`src/rtl/core/bpe_pkg.sv`:
```
`default_nettype none

package bpe_pkg;

  // Grid size defaults
  localparam int ROWS_DEFAULT = 4;
  localparam int COLS_DEFAULT = 4;

  // Field widths
  localparam int COORD_W = 32;
  localparam int PARAM_W = 17;

  // 1.0 in Q1.16
  localparam logic [PARAM_W-1:0] ONE_Q16 = 17'h10000;

  // Command codes
  localparam logic CMD_LOAD = 1'b0;
  localparam logic CMD_EVAL = 1'b1;

  // One point: lane 0 = x, lane 1 = y, lane 2 = z
  typedef logic [2:0][COORD_W-1:0] point_t;

  typedef struct packed {
    logic               command;
    logic [1:0]         row;
    logic [1:0]         column;
    logic [COORD_W-1:0] point_x;
    logic [COORD_W-1:0] point_y;
    logic [COORD_W-1:0] point_z;
    logic [PARAM_W-1:0] param_u;
    logic [PARAM_W-1:0] param_v;
  } bpe_in_t;

  typedef struct packed {
    logic [COORD_W-1:0] surface_x;
    logic [COORD_W-1:0] surface_y;
    logic [COORD_W-1:0] surface_z;
  } bpe_out_t;

  typedef enum logic [2:0] {
    ST_IDLE,
    ST_U,
    ST_V,
    ST_DRAIN,
    ST_DONE
  } bpe_state_t;

  // Tag that travels with one lerp through the datapath
  typedef struct packed {
    logic valid;
    logic src_scratch;
    logic use_v;
    logic last;
  } bpe_tag_t;

endpackage

`default_nettype wire

```
`src/rtl/core/bpe_lerp.sv`:
```
`default_nettype none

module bpe_lerp (
  input  logic                         clk,
  input  bpe_pkg::point_t              ctl_a,
  input  bpe_pkg::point_t              ctl_b,
  input  bpe_pkg::point_t              scr_a,
  input  bpe_pkg::point_t              scr_b,
  input  logic                         src_scratch,
  input  logic [bpe_pkg::PARAM_W-1:0]  t,
  output bpe_pkg::point_t              result
);
  import bpe_pkg::*;

  localparam int DIFF_W = COORD_W + 1;
  localparam int PROD_W = DIFF_W + PARAM_W + 1;
  localparam logic signed [PROD_W-1:0] ROUND_HALF = PROD_W'(32768);

  point_t                    p1, q1, p2, p3;
  logic [PARAM_W-1:0]        t2;
  logic signed [DIFF_W-1:0]  diff  [3];
  logic signed [DIFF_W-1:0]  diff2 [3];
  logic signed [PROD_W-1:0]  prod  [3];
  logic signed [PROD_W-1:0]  prod3 [3];
  logic signed [PROD_W-1:0]  step  [3];

  // Pick the operand source for this lerp
  always_comb begin
    p1 = src_scratch ? scr_a : ctl_a;
    q1 = src_scratch ? scr_b : ctl_b;
  end

  // Per coordinate: difference, product, rounded floor shift, add back
  for (genvar lane = 0; lane < 3; lane++) begin : g_lane
    assign diff[lane] = $signed({q1[lane][COORD_W-1], q1[lane]})
                      - $signed({p1[lane][COORD_W-1], p1[lane]});
    assign prod[lane] = $signed({1'b0, t2}) * diff2[lane];
    assign step[lane] = (prod3[lane] + ROUND_HALF) >>> 16;
    assign result[lane] = p3[lane] + step[lane][COORD_W-1:0];
  end

  // Stage registers: difference, then product
  always_ff @(posedge clk) begin
    p2    <= p1;
    t2    <= t;
    diff2 <= diff;
    p3    <= p2;
    prod3 <= prod;
  end

endmodule

`default_nettype wire

```
`config.mk`:
```
export PLATFORM = sky130hd
export DESIGN_NAME = bpe_lerp
export DESIGN_NICKNAME = d
export VERILOG_FILES = /design/src/rtl/core/bpe_pkg.sv /design/src/rtl/core/bpe_lerp.sv
export SDC_FILE = /design/constraint.sdc
export NUM_CORES = 2
export LEC_CHECK = 0
export ABC_AREA = 1
export BUFFER_PORTS_ARGS = -buffer_cell sky130_fd_sc_hd__buf_2
export CORE_AREA = 2 2 368 370
export CTS_CLUSTER_DIAMETER = 50
export DETAILED_ROUTE_END_ITERATION = 10
export DIE_AREA = 0 0 370 372
export PLACE_DENSITY = 0.91
export SLEW_MARGIN = 20
export SYNTH_ARGS = -nofsm -noshare
export SYNTH_HDL_FRONTEND = slang
export SYNTH_SLANG_ARGS = --single-unit
```
`constraint.sdc`:
```
create_clock -name clk -period 7.1 [get_ports clk]
set_input_delay 0.355 -clock clk [delete_from_list [all_inputs] [get_ports clk]]
set_output_delay 0.355 -clock clk [all_outputs]
set_load 0.01 [all_outputs]
```
-- After elaboration in Yosys (flattened, before gate mapping)
Index checks and enable logic that the tools add are counted.
- add/subtract/negate cells: 9
- multipliers: 3
- mux-type cells: 2
- operators by type and width (cell ; count):
    two-way mux 96 bit ; 2
    adder 48 x 17 -> 48 bit, second input constant ; 3
    multiplier 18 x 33 -> 48 bit ; 3
    subtractor 32 x 32 -> 33 bit ; 3
    adder 32 bit ; 3
- flip-flop bits (word level): 452
- output and inout bits: 96
- logic and storage cells: 27

-- Longest topological paths before layout
- word-level depth: 2
- gate-level depth with buffers: 29

-- Worst setup path before layout
Ideal clock, no wire load.
- kind: register to register
- start point: register t2[4]
- end point: register prod3[98] (netlist name)
- library setup time: 0.113 ns
- data arrival time: 5.764 ns
- path slack: 1.223 ns
- cell stages (with the launch flop): 24
- path buffers: 3
- period minus slack after synthesis: 5.877 ns
- path through: dfxtp_1 -> clkbuf_1 -> clkbuf_1 -> buf_1 -> nand2_1 -> fa_1 -> fa_1 -> inv_1 -> fa_1 -> inv_1 -> fa_1 -> fa_1 -> fa_1 -> inv_1 -> ha_1 -> nand2_1 -> nor2_1 -> nand2_1 -> nor2_1 -> nand2_1 -> a21oi_1 -> nor2_1 -> nand3_1 -> nand2_1
- RTL lines (item ; line ; source):
    start: declaration ; bpe_lerp.sv:20 ; logic [PARAM_W-1:0] t2;
    start signal: assignment ; bpe_lerp.sv:45 ; t2 <= t;
    end signal: assignment ; bpe_lerp.sv:48 ; prod3 <= prod;
    end: declaration ; bpe_lerp.sv:24 ; logic signed [PROD_W-1:0] prod3 [3];

==> out/results.ini <==
[layout]
layout-drive-gt1-share_pct = 7.58
multi_input_area_um2 = 63000
n_fill_cell = 10418
final_nets = 14902
area_growth_pct = 9.17
regArea_um2 = 8210

[global_route]
grtUsageMet2_pct = 67.5
grt_max_degree = 116
grt_overflow = 0
grt_first_pass_wirelength_um = 455000
grt_pass1_vias = 83609
top_usage_layer = met2
grt.total_usage_pct = 43.3
grtUsageMet1_pct = 54.8
antenna_found_initial = 22
use_met3_pct = 13.0

[critical_path]
end_kind = flip-flop
required_ps = 7660
start_kind = flip-flop
crit_arrival_ps = 7430
crit_type = reg2reg
cp_max_fo = 49

[synthesis]
ys_ff_latch = 407
async_reset_ff_share_pct = 0
synth.cell_area_um2 = 86500
synthCells = 12041
synth_ff_type = dfxtp_1
synth_nets = 14514
yosysSeqAreaShare_pct = 9.42
ys_types = 52
synth_edf_count = 0
avgSynthCellArea_um2 = 7.18
yosysWarningCount = 0

[min_path]
hp-class = in2reg

[routing]
first_pass_iters = 10
vias = 79768
post-route-drc-count = 0
drt_iter0_drc = 8755
routedWlPerCell_um = 20.8
drt_wl_total_um = 297000
drtAntennaViolNets = 0
viasPerCell = 5.58

[timing]
rsz0062_at_grt = false
worst_slew_pin_slew_ps = 1250
drv_slew = 0
fin_tns_setup_ps = 0
setup_viol = 0
fin_crit_ps = 6870
timing.fmax_mhz = 146
slew_headroom_pct = 16.9
finalCritPeriodShare_pct = 96.7
hold_viol = 0
skew_ps = 58.0

[clock_network]
path_clk_slew_ps = 60
htree_levels = 3
cts_tree = yes
cts_max_path_buffers = 3
numCtsBuffers = 75
cts.sinks = 407
hold_buffers = 79
clock_latency_ps = 720
cts_setup_buffers = 0
cts_resized = 0
root_buffer = clkbuf_16

[placed_design]
dp_hpwl_um = 245000
io_buffers = 498
routabilityCongestion = 1.07

[floorplanning]
fp.dieArea_um2 = 138000
start_util_pct = 64.4
fp.coreArea_um2 = 134000
pin_count = 499
die_x_um = 370
num_rows = 135
dieHeight_um = 372

[outcome]
status = finished clean

[job]
maxCapViolCount = 0

worst max-delay path: stages (launching register included):
cell and delay, ps:
dfxtp_4 910, nand2_1 290, inv_1 180, fa_1 550
fa_1 850, inv_1 280, fa_1 540, inv_1 50
fa_1 540, inv_1 50, fa_1 470, inv_1 40
ha_1 380, nand2_1 120, nor2_1 150, nand2_1 110
nor4_1 560, nand3b_1 310, nand4_1 170, nand2_1 70
routing by layer:
layer  vias up  part of all wire (%)
met2      5432                    44
li1      35255                     -
met4        18                   6.0
met3      1408                    13
met1     37655                    37
met5         -                 0.042
registers in the layout (all words and copies together), names as in the netlist:
register	count
diff2	99
prod3	99
p2	96
p3	96
t2	17
layout make-up:
cell class | instances | share of cell area (%)
Inverter | 3660 | 14.6
Sequential cell | 407 | 8.70
Clock inverter | 58 | 0.785
Clock buffer | 81 | 2.07
Multi-Input combinational cell | 7560 | 66.8
Timing Repair Buffer | 725 | 4.73
Antenna cell | 16 | 0.0424
Tap cell | 1781 | 2.36
path summary, 6_finish.rpt:
| kind | start | endpoint | slack (ps) | cells past startpoint |
|---|---|---|---|---|
| max | t2[0]$_DFF_P_ | prod3[143]$_DFF_P_ | 230 | 19 |
| min | ctl_a[81] | p2[81]$_DFF_P_ | 7 | 3 |
| max reg2reg | t2[0]$_DFF_P_ | prod3[143]$_DFF_P_ | 230 | 19 |
| min reg2reg | p2[40]$_DFF_P_ | p3[40]$_DFF_P_ | 320 | 0 |
synth_stat cells, types with 78 or more instances:
master	n	share of area (%)
inv_1	3654	16
nand2_1	3121	14
fa_1	1548	36
nor2_1	538	2.3
ha_1	522	7.6
dfxtp_1	407	9.4
a21oi_1	385	2.2
clkbuf_1	375	1.6
nand3_1	285	1.6
o21ai_0	282	1.6
xor2_1	226	2.3
mux2_2	93	1.2
nand4_1	88	0.64
nor3_1	88	0.51
xnor2_1	78	0.79
logic make-up (layout without fill, tap and decap cells):
group           count (synthesis)  in the layout  share of synthesized area (%)
simple gates                 4223           4223                           19.6
buf+inv                      4074           4524                           17.7
fa+ha+maj                    2070           2070                           43.4
compound gates                867            867                           5.55
flops                         407            407                           9.42
xor+xnor                      304            304                           3.08
mux                            96             96                           1.25
other cells                     0             16                              0
stage by stage:
stage / utilization [%] / area, um2 / hold slack [ps] / cells / worst slack (ps)
2_1_floorplan: - / 86500 / 310 / 12041 / 1220
3_3_place_gp: 67.7 / 90900 / 310 / 14054 / 561
3_5_place_dp: 67.7 / 90900 / 312 / 14054 / 475
4_1_cts: 70.3 / 94400 / 0.588 / 14272 / 454
5_1_grt: 70.3 / 94400 / 25.9 / 14274 / 144
6_report: 70.3 / 94400 / 6.61 / 14288 / 232
cells in the final DEF (no fill, tap or decap), types with 11 or more instances in the layout:
cell,n
inv_1,3654
nand2_1,3121
fa_1,1548
nor2_1,538
ha_1,522
buf_2,497
dfxtp_1,389
a21oi_1,385
nand3_1,285
o21ai_0,281
xor2_1,226
buf_4,143
mux2_2,93
nand4_1,88
nor3_1,88
dlygate4sd3_1,79
xnor2_1,77
clkbuf_16,76
o21bai_1,72
a21o_1,30
nand3b_1,29
a21boi_0,25
o21a_1,20
nor4_1,19
inv_6,19
o211ai_1,18
o21ai_1,17
dfxtp_4,17
diode_2,16
nand3_2,11
Power is left out: the tool's default activity adds up to more than one toggle a clock period on the data nets, which glitch-free logic cannot reach.
