==> config.mk <==
export PLATFORM = sky130hd
export DESIGN_NAME = bpe_seq
export DESIGN_NICKNAME = d
export VERILOG_FILES = /design/src/rtl/core/bpe_pkg.sv /design/src/rtl/core/bpe_seq.sv
export SDC_FILE = /design/constraint.sdc
export NUM_CORES = 1
export LEC_CHECK = 0
export BUFFER_PORTS_ARGS = -buffer_cell sky130_fd_sc_hd__clkbuf_2
export CAP_MARGIN = 20
export CORE_MARGIN = 5
export CORE_UTILIZATION = 61
export CTS_BUF_LIST = sky130_fd_sc_hd__clkbuf_16
export CTS_CLUSTER_SIZE = 14
export DETAILED_ROUTE_END_ITERATION = 6
export PLACE_DENSITY = 0.93
export SYNTH_ARGS = -nofsm -noshare
export SYNTH_HDL_FRONTEND = slang
export SYNTH_SLANG_ARGS = --single-unit
==> constraint.sdc <==
create_clock -name clk -period 5.7 [get_ports clk]
set_input_delay 1.425 -clock clk [delete_from_list [all_inputs] [get_ports clk]]
set_output_delay 1.425 -clock clk [all_outputs]
set_load 0.05 [all_outputs]
==> src/rtl/core/bpe_pkg.sv <==
`default_nettype none

package bpe_pkg;

  // Grid size defaults
  localparam int ROWS_DEFAULT = 4;
  localparam int COLS_DEFAULT = 4;

  // Field widths
  localparam int COORD_W = 32;
  localparam int PARAM_W = 17;

  // 1.0 in Q1.16
  localparam logic [PARAM_W-1:0] ONE_Q16 = 17'h10000;

  // Command codes
  localparam logic CMD_LOAD = 1'b0;
  localparam logic CMD_EVAL = 1'b1;

  // One point: lane 0 = x, lane 1 = y, lane 2 = z
  typedef logic [2:0][COORD_W-1:0] point_t;

  typedef struct packed {
    logic               command;
    logic [1:0]         row;
    logic [1:0]         column;
    logic [COORD_W-1:0] point_x;
    logic [COORD_W-1:0] point_y;
    logic [COORD_W-1:0] point_z;
    logic [PARAM_W-1:0] param_u;
    logic [PARAM_W-1:0] param_v;
  } bpe_in_t;

  typedef struct packed {
    logic [COORD_W-1:0] surface_x;
    logic [COORD_W-1:0] surface_y;
    logic [COORD_W-1:0] surface_z;
  } bpe_out_t;

  typedef enum logic [2:0] {
    ST_IDLE,
    ST_U,
    ST_V,
    ST_DRAIN,
    ST_DONE
  } bpe_state_t;

  // Tag that travels with one lerp through the datapath
  typedef struct packed {
    logic valid;
    logic src_scratch;
    logic use_v;
    logic last;
  } bpe_tag_t;

endpackage

`default_nettype wire

==> src/rtl/core/bpe_seq.sv <==
`default_nettype none

module bpe_seq #(
  parameter int ROWS = bpe_pkg::ROWS_DEFAULT,
  parameter int COLS = bpe_pkg::COLS_DEFAULT,
  parameter int AW   = $clog2(ROWS * COLS)
) (
  input  logic              clk,
  input  logic              rst,
  input  logic              start,
  input  logic              out_free,
  output logic              idle,
  output logic              finish,
  output logic [AW-1:0]     raddr_a,
  output logic [AW-1:0]     raddr_b,
  output logic              rd_scratch,
  output bpe_pkg::bpe_tag_t tag1,
  output logic              wr_en,
  output logic [AW-1:0]     wr_addr,
  output logic              done
);
  import bpe_pkg::*;

  localparam int RW   = $clog2(ROWS);
  localparam int CW   = $clog2(COLS);
  localparam int MAXD = (ROWS > COLS) ? ROWS : COLS;
  localparam int LW   = $clog2(MAXD + 1);

  bpe_state_t      state, state_next;
  logic [RW-1:0]   row;
  logic [CW-1:0]   col;
  logic [LW-1:0]   len;
  bpe_tag_t        tag2, tag3;
  logic [AW-1:0]   dst1, dst2, dst3;

  logic            in_u, in_v, src_scratch;
  logic            col_last, row_last, vrow_last, len_two;
  logic            u_last, v_last, hazard, issue;
  logic [AW-1:0]   addr_a, addr_b;

  function automatic logic pending(input logic [AW-1:0] a,
                                   input bpe_tag_t t1, input logic [AW-1:0] d1,
                                   input bpe_tag_t t2, input logic [AW-1:0] d2,
                                   input bpe_tag_t t3, input logic [AW-1:0] d3);
    pending = (t1.valid && d1 == a) || (t2.valid && d2 == a) || (t3.valid && d3 == a);
  endfunction

  // Level bookkeeping and addresses
  always_comb begin
    in_u        = (state == ST_U);
    in_v        = (state == ST_V);
    src_scratch = !(in_u && 32'(len) == COLS);
    len_two     = (32'(len) == 2);
    col_last    = (32'(col) == 32'(len) - 2);
    row_last    = (32'(row) == ROWS - 1);
    vrow_last   = (32'(row) == 32'(len) - 2);
    u_last      = col_last && row_last && len_two;
    v_last      = vrow_last && len_two;
    addr_a      = AW'(32'(row) * COLS + (in_u ? 32'(col) : 0));
    addr_b      = addr_a + (in_u ? AW'(1) : AW'(COLS));
  end

  // Interlock: hold issue while an operand is still on its way to scratch
  always_comb begin
    hazard = src_scratch &&
             (pending(addr_a, tag1, dst1, tag2, dst2, tag3, dst3) ||
              pending(addr_b, tag1, dst1, tag2, dst2, tag3, dst3));
    issue  = (in_u || in_v) && !hazard;
  end

  // Next state
  always_comb begin
    state_next = state;
    unique case (state)
      ST_IDLE:  if (start) state_next = ST_U;
      ST_U:     if (issue && u_last) state_next = ST_V;
      ST_V:     if (issue && v_last) state_next = ST_DRAIN;
      ST_DRAIN: if (tag3.valid && tag3.last) state_next = ST_DONE;
      ST_DONE:  if (out_free) state_next = ST_IDLE;
      default:  state_next = ST_IDLE;
    endcase
  end

  // Outputs
  always_comb begin
    idle       = (state == ST_IDLE);
    finish     = (state == ST_DONE) && out_free;
    raddr_a    = addr_a;
    raddr_b    = addr_b;
    rd_scratch = issue && src_scratch;
    wr_en      = tag3.valid;
    wr_addr    = dst3;
    done       = tag3.valid && tag3.last;
  end

  // State and level counters
  always_ff @(posedge clk) begin
    if (rst) begin
      state <= ST_IDLE;
      row   <= '0;
      col   <= '0;
      len   <= '0;
    end else begin
      state <= state_next;
      if (start && idle) begin
        row <= '0;
        col <= '0;
        len <= LW'(COLS);
      end else if (issue && in_u) begin
        if (!col_last) begin
          col <= col + CW'(1);
        end else begin
          col <= '0;
          if (!row_last) begin
            row <= row + RW'(1);
          end else begin
            row <= '0;
            len <= len_two ? LW'(ROWS) : len - LW'(1);
          end
        end
      end else if (issue && in_v) begin
        if (!vrow_last) begin
          row <= row + RW'(1);
        end else begin
          row <= '0;
          len <= len - LW'(1);
        end
      end
    end
  end

  // Advance lerp tags along the datapath
  always_ff @(posedge clk) begin
    if (rst) begin
      tag1 <= '0;
      tag2 <= '0;
      tag3 <= '0;
    end else begin
      tag1 <= '{valid: issue, src_scratch: src_scratch, use_v: in_v, last: in_v && v_last};
      tag2 <= tag1;
      tag3 <= tag2;
    end
  end

  always_ff @(posedge clk) begin
    dst1 <= addr_a;
    dst2 <= dst1;
    dst3 <= dst2;
  end

endmodule

`default_nettype wire

# Word-level counts from Yosys, hierarchy flattened
# Index checks and enable logic that the tools add are counted.
[word_totals] wordCells=106 regBits=30 out_inout_bits=21 input_bits=4
[op_classes] add_sub_neg=6 n_reduce_logical=39 mux=21 n_eq_ne=24
[ops] operator="2-bit by 32-bit == test with 1-bit output" n=2
[ops] operator="3-bit 2-to-1 mux" n=13
[ops] operator="4-bit == test" n=6
[ops] operator="1-bit logical AND" n=21
[ops] operator="3-bit one-hot mux with 5 select lines" n=1
[ops] operator="2-bit 2-to-1 mux" n=7
[ops] operator="2-bit != test (second input constant)" n=5
[ops] operator="3-bit by 2-bit == test with 1-bit output (second input constant)" n=3
[ops] operator="4-bit AND reduction" n=2
[ops] operator="3-bit == test (second input constant)" n=2
[ops] operator="1-bit logical OR" n=6
[ops] operator="3-bit != test (second input constant)" n=2
[ops] operator="3-bit nonzero test" n=2
[ops] operator="5-bit AND reduction" n=1
[ops] operator="2-bit by 1-bit adder with 2-bit output (second input constant)" n=2
[ops] operator="4-bit by 2-bit adder with 4-bit output" n=1
[ops] operator="4-bit by 3-bit adder with 4-bit output" n=1
[ops] operator="2-bit by 1-bit != test with 1-bit output (second input constant)" n=2
[ops] operator="2-bit nonzero test" n=2
[ops] operator="3-bit by 2-bit subtractor with 4-bit output (second input constant)" n=1
[ops] operator="3-bit by 1-bit == test with 1-bit output (second input constant)" n=1
[ops] operator="3-bit logical NOT" n=1
[ops] operator="3-bit by 1-bit subtractor with 3-bit output (second input constant)" n=1
[ops] operator="2-bit == test (second input constant)" n=1
[ops] operator="3 further kinds" n=4

# Depth between registers and ports, before layout
# Gate-level depths: netlist of the first run.
[logic_depth] ltp_word=16 depth_mapped=13 ltp_nobuf=12

# Worst setup path before layout of the first run
# No wires, ideal clock.
[synth_timing] kind="register -> output" start="register state[0]" end="output rd_scratch" stages_incl_launch_ff=11 path_slack_ps=252 required_time_ps=4275 arrival_ps=4023 path_buffers=0 path_cell_list="dfxtp_1 > nor3b_4 > inv_2 > nor2_1 > ha_1 > xor2_1 > xnor2_1 > nand4_1 > nand3_2 > a211oi_4 > and2_2"
[synth_between] elab_chain_cells=13 elab_cells_between_ends=30 classes_between="2 x add/sub; 8 x eq/ne; 2 x mux; 18 x reduce/logical"
[synth_rtl] element="start, declared" line_no="bpe_seq.sv:29" text="bpe_state_t state, state_next;"
[synth_rtl] element="start signal, assigned" line_no="bpe_seq.sv:104" text="state <= state_next;"
[synth_rtl] element="3-bit by 1-bit == test with 1-bit output *" line_no="bpe_seq.sv:50" text="in_u = (state == ST_U);"
[synth_rtl] element="2-bit 2-to-1 mux *" line_no="bpe_seq.sv:59" text="addr_a = AW'(32'(row) * COLS + (in_u ? 32'(col) : 0));"
[synth_rtl] element="4-bit by 2-bit adder with 4-bit output *" line_no="bpe_seq.sv:59"
[synth_rtl] element="named net raddr_a[1]" line_no="bpe_seq.sv:14" text="output logic [AW-1:0] raddr_a,"
[synth_rtl] element="4-bit by 3-bit adder with 4-bit output *" line_no="bpe_seq.sv:60" text="addr_b = addr_a + (in_u ? AW'(1) : AW'(COLS));"
[synth_rtl] element="named net raddr_b[2]" line_no="bpe_seq.sv:15" text="output logic [AW-1:0] raddr_b,"
[synth_rtl] element="4-bit == test" line_no="bpe_seq.sv:45" text="pending = (t1.valid && d1 == a) || (t2.valid && d2 == a) || (t3.valid && d3 == a);"
[synth_rtl] element="1-bit logical AND" line_no="bpe_seq.sv:45"
[synth_rtl] element="1-bit logical OR" line_no="bpe_seq.sv:45"
[synth_rtl] element="1-bit logical OR *" line_no="bpe_seq.sv:45"
[synth_rtl] element="1-bit logical OR *" line_no="bpe_seq.sv:66" text="(pending(addr_a, tag1, dst1, tag2, dst2, tag3, dst3) ||"
[synth_rtl] element="1-bit logical AND *" line_no="bpe_seq.sv:65" text="hazard = src_scratch &&"
[synth_rtl] element="1-bit logical NOT *" line_no="bpe_seq.sv:68" text="issue = (in_u || in_v) && !hazard;"
[synth_rtl] element="1-bit logical AND *" line_no="bpe_seq.sv:68"
[synth_rtl] element="1-bit logical AND *" line_no="bpe_seq.sv:90" text="rd_scratch = issue && src_scratch;"
[synth_rtl] element="end, declared" line_no="bpe_seq.sv:16" text="output logic rd_scratch,"
# Mark *: on every way through the listed nets, which the timed path passes. The rest lies on a longest branch.

# Worst setup path after layout of the first run
[layout_timing] start="register state[0]" end="output rd_scratch"
[layout_between] elab_chain_cells=13 elab_cells_between_ends=30 classes_between="2 x add/sub; 8 x eq/ne; 2 x mux; 18 x reduce/logical"
[layout_rtl] element="3-bit by 1-bit == test with 1-bit output" line_no="bpe_seq.sv:50"
[layout_rtl] element="2-bit 2-to-1 mux" line_no="bpe_seq.sv:59"
[layout_rtl] element="4-bit by 2-bit adder with 4-bit output" line_no="bpe_seq.sv:59"
[layout_rtl] element="4-bit by 3-bit adder with 4-bit output" line_no="bpe_seq.sv:60"
[layout_rtl] element="4-bit == test" line_no="bpe_seq.sv:45"
[layout_rtl] element="1-bit logical AND" line_no="bpe_seq.sv:45"
[layout_rtl] element="1-bit logical OR (2 in a row)" line_no="bpe_seq.sv:45"
[layout_rtl] element="1-bit logical OR" line_no="bpe_seq.sv:66"
[layout_rtl] element="1-bit logical AND" line_no="bpe_seq.sv:65"
[layout_rtl] element="1-bit logical NOT" line_no="bpe_seq.sv:68"
[layout_rtl] element="1-bit logical AND" line_no="bpe_seq.sv:68"
[layout_rtl] element="1-bit logical AND *" line_no="bpe_seq.sv:90"
# Mark *: on every way between the ends. The rest lies on a longest branch, timed or not.

==> impl_metrics.json, run 1 <==
{
  "status": "finished clean",
  "slew_violations": 0,
  "drt_iter0_drc": 178,
  "clock-sinks": 30,
  "cts-root-buf": "clkbuf_16",
  "viasPerCell": 6.19,
  "p_clk_share_pct": 22.6,
  "initial_utilization_pct": 63.8,
  "max_freq_mhz": 196,
  "vdd_drop_max_v": 0.000390,
  "port-buffer-count": 24,
  "synth.cell_area_um2": 1760,
  "grt_max_degree": 15,
  "drc": 0,
  "fin_crit_sh_pct": 89.7,
  "syn2layout_area_growth_pct": 13.9,
  "ys_seq_area_share_pct": 34.1,
  "pwr-share-comb_pct": 48.2,
  "setup_tns_ns": 0,
  "cp_slowest_cell": "nor3b_4",
  "path_clk_slew_ns": 0.05,
  "reg2regPathDepth": 12,
  "synth.largest_area_cell": "dfxtp_1",
  "worst_ep_required_time_ns": 4.28,
  "yosysTopAreaCellShare_pct": 34.1,
  "p_switching_uw": 478,
  "regToRegEndpoint": "col[1]$_SDFFE_PP0P_",
  "critical_path_class": "reg2out",
  "hold_slack_ns": 0.361,
  "layout-drive-gt1-share_pct": 22.0,
  "final_core_util_pct": 72.7,
  "tritoncts": "done",
  "cp-end-kind": "primary output",
  "die_h_um": 63.7,
  "worst_clock_skew_ns": 0.00261,
  "hold_violations": 0,
  "synthFlopType": "dfxtp_1",
  "rsz0062_at_grt": "no",
  "start_kind": "register",
  "yosys_register_bits": 30,
  "cp_max_fo": 13,
  "die-area_um2": 4060,
  "r2r_start": "state[0]$_SDFFE_PP0P_",
  "grt_usage_pct": 21.3,
  "final_nets": 225,
  "synth-edff-count": 0,
  "p_int_uw": 557,
  "syn_inst": 192,
  "maxCapViolCount": 0,
  "worstMarginPinSlew_ns": 0.603,
  "synth_area_per_cell_um2": 9.16,
  "antenna_cells": 0,
  "die_width_um": 63.7,
  "dp_hpwl_um": 2880,
  "p_sw_share_pct": 46.2,
  "cts_max_level": 2,
  "max_slew_margin_pct": 59.8,
  "overflow": 0,
  "ys_types": 51,
  "critical-path-max-stage-delay_ns": 0.56,
  "postCtsSetupBuffers": 0,
  "crit_end": "rd_scratch",
  "std_cell_rows": 19,
  "via_count": 1516,
  "syn_nets": 202,
  "drt-total-wl_um": 4070,
  "globalplace.congestion": 0.906,
  "async_flop_share_pct": 0,
  "antenna_found_initial": 0,
  "final_common_cell": "dfxtp_1",
  "startpoint": "state[0]$_SDFFE_PP0P_",
  "wl_per_cell_um": 16.6,
  "path_cells": "nor3b_4 > inv_2 > nor2_1 > ha_1 > xor2_1 > xnor2_1 > nand4_1 > nand3_2 > a211oi_4 > and2_2 > clkbuf_2",
  "setup_viol": 0,
  "cts_resized": 0,
  "grt_pass1_vias": 1438,
  "firstDrtPassIters": 4,
  "yosysWarnings": 0,
  "final_cell_mix": "dfxtp_1 (30), clkbuf_2 (24), nor2_1 (21), xnor2_1 (18), nand2_1 (9)",
  "clk_latency_ns": 0.27,
  "grt_pass1_wl_um": 6840,
  "numCtsBuffers": 5,
  "p_seq_share_pct": 29.2,
  "hold_buffers": 0,
  "r2r_setup_slack_ns": 1.98,
  "antenna_left": 0,
  "powerDensity_nw_per_um2": 517,
  "period_needed_ns": 5.11,
  "arrival_ns": 3.69,
  "core_um2": 2760,
  "cts_buffer_depth": 2,
  "synth_area_leaders": "dfxtp_1 (34%), xnor2_1 (9.0%), nor2_1 (4.5%)",
  "hold_class": "reg2reg",
  "top_level_ports": 25,
  "leakagePower_nw": 0.817
}
==> logic make-up after synthesis <==
group	after synthesis	share of synthesized area, %
simple gates	74	25.7
flops	30	34.1
fa+ha+maj	6	4.27
xor+xnor	24	12.4
buf+inv	17	4.34
mux	4	2.28
compound gates	37	16.9
==> sequential cells by signal, summed over array words and instances (netlist names) <==
| register | flops |
|---|---|
| len | 3 |
| dst1 | 4 |
| wr_addr | 4 |
| wr_en | 1 |
| tag2 | 2 |
| tag1 | 4 |
| state | 3 |
| col | 2 |
| tag3 | 1 |
| row | 2 |
| dst2 | 4 |
==> final cells by class <==
class / count / area [um2]
tap: 31 / 38.8
clock inverter: 1 / 3.75
timing repair buffer: 24 / 120
fill: 190 / 753
inverter: 9 / 33.8
multi-input combinational: 145 / 1080
clock buffer: 5 / 125
sequential: 30 / 601
==> layer usage <==
layer | share of wire, % | global-route usage (%) | vias to the layer above | routed length, um
li1 | - | - | 733 | -
met1 | 42 | 26.6 | 712 | 1720
met2 | 49 | 34.6 | 59 | 2000
met3 | 6.7 | 6.22 | 12 | 271
met4 | 1.7 | 7.53 | 0 | 70
met5 | 0 | 0 | - | 0
==> how the worst min path moves through the flow <==
stage	slack [ns]	to	cells after the start	startpoint
2_1_floorplan	0.35	dst2[3]$_DFF_P_	0	dst1[3]$_DFF_P_
3_3_place_gp	0.35	dst2[3]$_DFF_P_	0	dst1[3]$_DFF_P_
3_5_place_dp	0.36	dst2[3]$_DFF_P_	0	dst1[3]$_DFF_P_
4_1_cts	0.36	dst2[3]$_DFF_P_	0	dst1[3]$_DFF_P_
5_1_grt	0.37	dst2[3]$_DFF_P_	0	dst1[3]$_DFF_P_
6_report	0.36	dst2[3]$_DFF_P_	0	dst1[3]$_DFF_P_
==> cell usage after synthesis, types with 2 or more instances <==
library cell  count
nand2b_1          2
clkbuf_1          3
a31o_2            2
o22ai_1           3
nor3_1            8
buf_2             4
a211oi_1          2
o21ai_0           2
nand4_1           5
nor2b_1           5
nand2_1           9
inv_1             8
and2_1            3
o21ai_1           2
nand3_1           7
a21oi_1           6
mux2i_1           4
xnor2_1          18
ha_1              6
nand4b_2          2
a31oi_1           5
dfxtp_1          30
nor2_1           21
xor2_1            5
nor4bb_1          3
o21a_1            2
==> through the flow <==
step,instance area [um2],setup slack [ns],instances,power (mW)
after floorplan,1760,0.252,192,0.701
after global placement,1880,1.14,239,0.783
after detailed placement,1880,0.952,239,0.794
after CTS,2000,0.642,245,1.03
after global routing,2000,0.325,245,1.10
final,2000,0.589,245,1.04
==> worst max-delay path, delay by kind of cell, from the launching register on <==
family / cells / cell delay [ns]
AO/OA/AOI/OAI: 1 / 0.44
XOR/XNOR: 2 / 0.59
flip-flops: 1 / 0.46
adder cells (fa/ha/maj): 1 / 0.20
buffers and inverters: 2 / 0.44
AND/OR/NAND/NOR: 5 / 1.28
==> power groups by stage <==
stage               clock network (mW)  logic, mW  registers (mW)
finish                           0.234      0.499           0.303
global route                     0.252      0.535           0.309
CTS                              0.238      0.495           0.301
detailed placement                   0      0.489           0.305
global placement                     0      0.482           0.301
floorplan                            0      0.392           0.310
Note: power is estimated with default switching activity, not from simulation.
==> inputs of run 2 (changes only) <==
--- a/config.mk
+++ b/config.mk
@@ -8,11 +8,11 @@
 export BUFFER_PORTS_ARGS = -buffer_cell sky130_fd_sc_hd__clkbuf_2
 export CAP_MARGIN = 20
 export CORE_MARGIN = 5
-export CORE_UTILIZATION = 61
-export CTS_BUF_LIST = sky130_fd_sc_hd__clkbuf_16
+export CORE_UTILIZATION = 59
+export CTS_BUF_LIST = sky130_fd_sc_hd__clkbuf_4
 export CTS_CLUSTER_SIZE = 14
 export DETAILED_ROUTE_END_ITERATION = 6
-export PLACE_DENSITY = 0.93
+export PLACE_DENSITY = 0.91
 export SYNTH_ARGS = -nofsm -noshare
 export SYNTH_HDL_FRONTEND = slang
 export SYNTH_SLANG_ARGS = --single-unit
==> constraint.sdc (replaced) <==
create_clock -name clk -period 4.95 [get_ports clk]
set_input_delay 1.2375 -clock clk [delete_from_list [all_inputs] [get_ports clk]]
set_output_delay 1.2375 -clock clk [all_outputs]
set_load 0.05 [all_outputs]
==> run 2 against run 1 <==
  * Via count rose by 0.53%
  * Clock-buffer cell count rose by 2
  * Non-clock buffer count rose by 6
  * Clock skew rose by 0.0015 ns
  * Global-route usage fell by 0.44 points
  * Final cell count rose by 2.9%
  * Critical endpoint unchanged
  * Largest cell class unchanged
  * Largest power group unchanged
==> impl_metrics.json, run 2 (synthesis gave the netlist of run 1 again) <==
{
  "wl_per_cell_um": 16.2,
  "layout-drive-gt1-share_pct": 25.3,
  "worst_clock_skew_ns": 0.00410,
  "syn2layout_area_growth_pct": 12.6,
  "slew_violations": 0,
  "dp_hpwl_um": 2970,
  "final_nets": 231,
  "viasPerCell": 6.05,
  "grt_usage_pct": 20.8,
  "status": "finished clean",
  "fin_area_um2": 1980,
  "cts_buffer_depth": 2,
  "overflow": 0,
  "hold_class": "reg2reg",
  "drc": 0,
  "grt_pass1_wl_um": 6730,
  "start_kind": "register",
  "drt-total-wl_um": 4090,
  "hold_buffers": 0,
  "grt_pass1_vias": 1399,
  "final_cell_mix": "dfxtp_1 (30), clkbuf_2 (24), nor2_1 (21), xnor2_1 (18), nand2_1 (9)",
  "firstDrtPassIters": 5,
  "antenna_found_initial": 0,
  "clk_latency_ns": 0.33,
  "period_needed_ns": 4.66,
  "p_total_mw": 1.10,
  "hold_violations": 0,
  "core_um2": 2810,
  "fin_ws_ns": 0.293,
  "std_cell_rows": 19,
  "cts_max_level": 2,
  "via_count": 1524,
  "tritoncts": "done",
  "globalplace.congestion": 0.938,
  "maxCapViolCount": 0,
  "rsz0062_at_grt": "no",
  "worstMarginPinSlew_ns": 0.585,
  "path_clk_slew_ns": 0.08,
  "grt_max_degree": 15,
  "place_inst": 240,
  "drt_iter0_drc": 126,
  "clock-sinks": 30,
  "max_freq_mhz": 215,
  "max_slew_margin_pct": 60.9,
  "path_cells": "nor3b_4 > inv_2 > nor2_1 > ha_1 > xnor2_1 > and2_1 > nand4_1 > nand3_2 > a211oi_4 > and2_2 > clkbuf_2",
  "fillers": 223,
  "powerDensity_nw_per_um2": 556,
  "antenna_cells": 0,
  "die_width_um": 64.6,
  "die_h_um": 64.6,
  "critical_path_class": "reg2out",
  "path_buf_inv": 2,
  "worst_ep_required_time_ns": 3.71,
  "cp_slowest_cell": "dfxtp_1",
  "port-buffer-count": 24,
  "final_cells": 252,
  "setup_tns_ns": 0,
  "pre_cts_slack_ns": 0.497,
  "final_common_cell": "dfxtp_1",
  "post_dp_cell_area_um2": 1890,
  "antenna_left": 0,
  "numCtsBuffers": 5,
  "top_level_ports": 25,
  "cp-end-kind": "primary output",
  "die-area_um2": 4170,
  "crit_family": "simple AND/OR/NAND/NOR gates",
  "cts-root-buf": "clkbuf_4",
  "setup_viol": 0,
  "leakagePower_nw": 0.818,
  "arrival_ns": 3.42,
  "vdd_drop_max_v": 0.000253,
  "fin_crit_sh_pct": 94.1,
  "critical-path-max-stage-delay_ns": 0.47,
  "initial_utilization_pct": 62.7,
  "cp_max_fo": 13
}
[run 2: cell count changes in the layout (fill, tap and decap cells not counted), sizes merged]
cell,before,now
clkbuf,29,31
buf,0,6
clkinv,1,0
[run 2: worst reg2reg max path, cell delays in order, from the launching register on]
cell and delay (ns):
dfxtp_1 0.47, nor3b_4 0.45, inv_2 0.14, nor2_1 0.19
ha_1 0.33, xnor2_1 0.16, and2_1 0.19, nand4_1 0.10
nand3_2 0.11, a211oi_4 0.45, nor2_2 0.14, o311a_1 0.37
a41o_1 0.21
[run 2: area by class of cell]
class | instances | area [um2] | share of cell area [%]
flip-flops and latches | 30 | 601 | 30.3
multi-input cells | 145 | 1090 | 55.0
clock buffers | 7 | 52.6 | 2.65
well taps | 31 | 38.8 | 1.96
inverters | 9 | 33.8 | 1.71
repair buffers | 30 | 165 | 8.34
[run 2: repair_timing]
item | 4_1_cts | 5_1_grt
endpoints found under the hold margin | 0 | 0
endpoints found under the setup margin | 0 | 1
gates resized for setup | 0 | 0
buffers inserted | 0 | 5
[run 2: layer usage]
| metal | vias to the layer above | GRT usage (%) | share of wire, % |
|---|---|---|---|
| met3 | 9 | 6.22 | 7.2 |
| met4 | 0 | 8.18 | 1.9 |
| li1 | 744 | - | - |
| met5 | - | 0 | 0 |
| met2 | 54 | 32.2 | 46 |
| met1 | 717 | 27.3 | 45 |
[run 2: worst paths after layout]
check,from,endpoint,slack (ns),cells past startpoint
max,state[1]$_SDFFE_PP0P_,rd_scratch,0.29,11
min,dst1[3]$_DFF_P_,dst2[3]$_DFF_P_,0.37,0
max reg2reg,state[1]$_SDFFE_PP0P_,col[1]$_SDFFE_PP0P_,1.53,12
min reg2reg,dst1[3]$_DFF_P_,dst2[3]$_DFF_P_,0.37,0
[run 2: through the flow]
| step | hold slack [ns] | util, % |
|---|---|---|
| final | 0.373 | 70.6 |
| after global routing | 0.386 | 70.6 |
| after CTS | 0.373 | 69.3 |
| after detailed placement | 0.361 | 67.4 |
| after global placement | 0.352 | 67.4 |
| after floorplan | 0.350 | - |
[run 2: power by group]
part / switching (mW) / internal (mW)
Combinational: 0.401 / 0.216
Sequential: 0.0658 / 0.275
Clock: 0.0792 / 0.0644
Total: 0.546 / 0.555
==> inputs of run 3 (changes only) <==
--- a/config.mk
+++ b/config.mk
@@ -5,6 +5,7 @@
 export SDC_FILE = /design/constraint.sdc
 export NUM_CORES = 1
 export LEC_CHECK = 0
+export ABC_AREA = 1
 export BUFFER_PORTS_ARGS = -buffer_cell sky130_fd_sc_hd__clkbuf_2
 export CAP_MARGIN = 20
 export CORE_MARGIN = 5
@@ -13,6 +14,8 @@
 export CTS_CLUSTER_SIZE = 14
 export DETAILED_ROUTE_END_ITERATION = 6
 export PLACE_DENSITY = 0.91
+export RECOVER_POWER = 100
+export SKIP_LAST_GASP = 1
 export SYNTH_ARGS = -nofsm -noshare
 export SYNTH_HDL_FRONTEND = slang
 export SYNTH_SLANG_ARGS = --single-unit
==> run 3 against run 2 <==
  * Clock skew up 0.0079 ns
  * Sequential cell count stayed put
  * Fmax is 5.2% higher
  * Clock power rose by 69%
  * Synthesized cell count increased by 47%
  * Hold slack got worse by 0.0075 ns
  * Routed wire length down 2.1%
  * Critical path type unchanged
  * Global-route usage is 0.58 points higher
  * Setup slack improved by 0.23 ns
  * Power rose by 1.9%
  * Sequential share of layout area hardly changed
==> impl_metrics.json, run 3 <==
{
  "yosysTopAreaCellShare_pct": 33.7,
  "grt_usage_pct": 21.4,
  "max_slew_margin_pct": 60.1,
  "cts_buffer_depth": 2,
  "clk_latency_ns": 0.34,
  "max_freq_mhz": 226,
  "synthFlopType": "dfxtp_1",
  "reg2regPathDepth": 20,
  "leakagePower_nw": 0.955,
  "status": "finished clean",
  "yosysMostFrequentCell": "nand2_1",
  "hold_violations": 0,
  "synthTopCellsByCount": "nand2_1 (94), inv_1 (49), nor2_1 (32), dfxtp_1 (30), nand3_1 (23)",
  "regToRegEndpoint": "len[1]$_SDFFE_PP0P_",
  "cts-root-buf": "clkbuf_4",
  "layout-drive-gt1-share_pct": 5.14,
  "fin_area_um2": 1980,
  "firstDrtPassIters": 4,
  "yosys_register_bits": 30,
  "final_common_cell": "nand2_1",
  "drt_iter0_drc": 108,
  "fin_crit_sh_pct": 89.5,
  "vdd_drop_max_v": 0.000386,
  "met3_usage_pct": 5.72,
  "final_nets": 320,
  "ys_types": 29,
  "die_h_um": 65.0,
  "final_cells": 344,
  "syn_inst": 282,
  "worstHoldStart": "dst2[3]$_DFF_P_",
  "crit_end": "rd_scratch",
  "overflow": 0,
  "die-area_um2": 4220,
  "maxCapViolCount": 0,
  "cp_slowest_cell": "dfxtp_1",
  "grt_pass1_wl_um": 6910,
  "ys_seq_area_share_pct": 33.7,
  "startpoint": "state[0]$_SDFFE_PP0P_",
  "worst_ep_required_time_ns": 3.71,
  "busiest_layer": "met2",
  "arrival_ns": 3.19,
  "async_flop_share_pct": 0,
  "grt_use_met2_pct": 35.8,
  "worstMarginPinSlew_ns": 0.601,
  "antenna_cells": 0,
  "worst_clock_skew_ns": 0.0120,
  "path_cells": "nand2_1 > nor2_4 > nand2_1 > inv_1 > ha_1 > inv_1 > nand2_1 > nand2_1 > nand2_1 > nand2_1 > nand2_1 > nor2_1 > nand2_1 > nand3_1 > o21bai_4 > nand3_1 > inv_1 > clkbuf_2",
  "path_clk_slew_ns": 0.10,
  "initial_utilization_pct": 59.9,
  "port-buffer-count": 24,
  "viasPerCell": 5.19,
  "p_total_mw": 1.12,
  "r2r_setup_slack_ns": 1.83,
  "r2r_start": "state[0]$_SDFFE_PP0P_",
  "drc": 0,
  "dp_hpwl_um": 3120,
  "postCtsSetupBuffers": 0,
  "drt-total-wl_um": 4000,
  "rsz0062_at_grt": "no",
  "die_width_um": 65.0,
  "place_inst": 336,
  "std_cell_rows": 20,
  "antenna_left": 0,
  "critical_path_class": "reg2out",
  "hold_class": "reg2reg",
  "grt_max_degree": 16,
  "period_needed_ns": 4.43,
  "synth_area_leaders": "dfxtp_1 (34%), nand2_1 (20%), inv_1 (10%)",
  "start_kind": "register",
  "core_um2": 2980,
  "cp-end-kind": "primary output",
  "cts_resized": 0,
  "post_dp_cell_area_um2": 1920,
  "slew_violations": 0,
  "top_level_ports": 25,
  "cp_max_fo": 15,
  "clock-sinks": 30,
  "synth.largest_area_cell": "dfxtp_1",
  "hold_buffers": 0,
  "critical-path-max-stage-delay_ns": 0.42,
  "cp_common_cell": "nand2_1",
  "powerDensity_nw_per_um2": 567,
  "grt_pass1_vias": 1650,
  "yosysWarnings": 0,
  "final_cell_mix": "nand2_1 (100), inv_1 (50), nor2_1 (32), dfxtp_1 (30), nand3_1 (24)",
  "cts_max_level": 2,
  "use_met1_pct": 25.4,
  "setup_tns_ns": 0,
  "synth.cell_area_um2": 1780,
  "via_count": 1787,
  "synth_area_per_cell_um2": 6.32,
  "tritoncts": "done",
  "syn2layout_area_growth_pct": 11.0,
  "numCtsBuffers": 5,
  "synth-edff-count": 0,
  "antenna_found_initial": 0,
  "globalplace.congestion": 0.887,
  "wl_per_cell_um": 11.6,
  "fillers": 280,
  "setup_viol": 0,
  "syn_nets": 292
}
[run 3: cell count changes after synthesis, moves of 5 or more]
| cell | before | now |
|---|---|---|
| xnor2_1 | 18 | 3 |
| nor2_1 | 21 | 32 |
| nor2b_1 | 5 | 0 |
| nand2_1 | 9 | 94 |
| nor3_1 | 8 | 3 |
| nand3_1 | 7 | 23 |
| nand2_2 | 0 | 6 |
| a31oi_1 | 5 | 0 |
| inv_1 | 8 | 49 |
[run 3: final cells by class]
| cell class | count | area [um2] | area share [%] |
|---|---|---|---|
| clock buffer | 5 | 37.5 | 1.90 |
| tap | 33 | 41.3 | 2.09 |
| sequential | 30 | 601 | 30.3 |
| timing repair buffer | 24 | 93.8 | 4.74 |
| inverter | 50 | 188 | 9.48 |
| clock inverter | 3 | 63.8 | 3.22 |
| multi-input combinational | 199 | 955 | 48.2 |
[run 3: kinds of logic after synthesis]
| logic type | Yosys count | synth area share [%] |
|---|---|---|
| flops | 30 | 33.7 |
| simple gates | 169 | 40.8 |
| xor+xnor | 4 | 1.97 |
| compound gates | 20 | 7.72 |
| buf+inv | 53 | 11.6 |
| fa+ha+maj | 6 | 4.21 |
[run 3: metrics by stage]
step | util [%] | setup slack, ns | hold slack [ns]
floorplan | - | 0.491 | 0.351
global placement | 64.6 | 1.16 | 0.354
detailed placement | 64.6 | 1.09 | 0.361
CTS | 68.0 | 0.699 | 0.373
global route | 66.5 | 0.207 | 0.384
finish | 66.5 | 0.521 | 0.365
[run 3: worst min path at each step]
stage,to,cells after the start
6_report,wr_addr[3]$_DFF_P_,0
5_1_grt,wr_addr[3]$_DFF_P_,0
4_1_cts,wr_addr[3]$_DFF_P_,0
3_5_place_dp,wr_addr[3]$_DFF_P_,0
3_3_place_gp,dst2[3]$_DFF_P_,0
2_1_floorplan,dst2[3]$_DFF_P_,0
[run 3: layer usage]
| metal | vias to the layer above | share of wire [%] | routed length (um) |
|---|---|---|---|
| met2 | 53 | 48 | 1940 |
| met5 | - | 0 | 0 |
| met1 | 805 | 43 | 1720 |
| met4 | 0 | 1.8 | 71 |
| li1 | 923 | - | - |
| met3 | 6 | 6.8 | 273 |
[run 3: where the power goes]
part | switching, mW | internal, mW
Clock | 0.0878 | 0.156
Combinational | 0.402 | 0.143
Sequential | 0.0518 | 0.281
Total | 0.542 | 0.580
[run 3: critical path: cells and delay by family, from the launching register on]
family,cells,cell delay [ns]
AOI/OAI and AO/OA,1,0.26
adders and majority gates,1,0.23
buffers and inverters,4,0.61
DFF,1,0.42
and+or+nand+nor,12,1.32
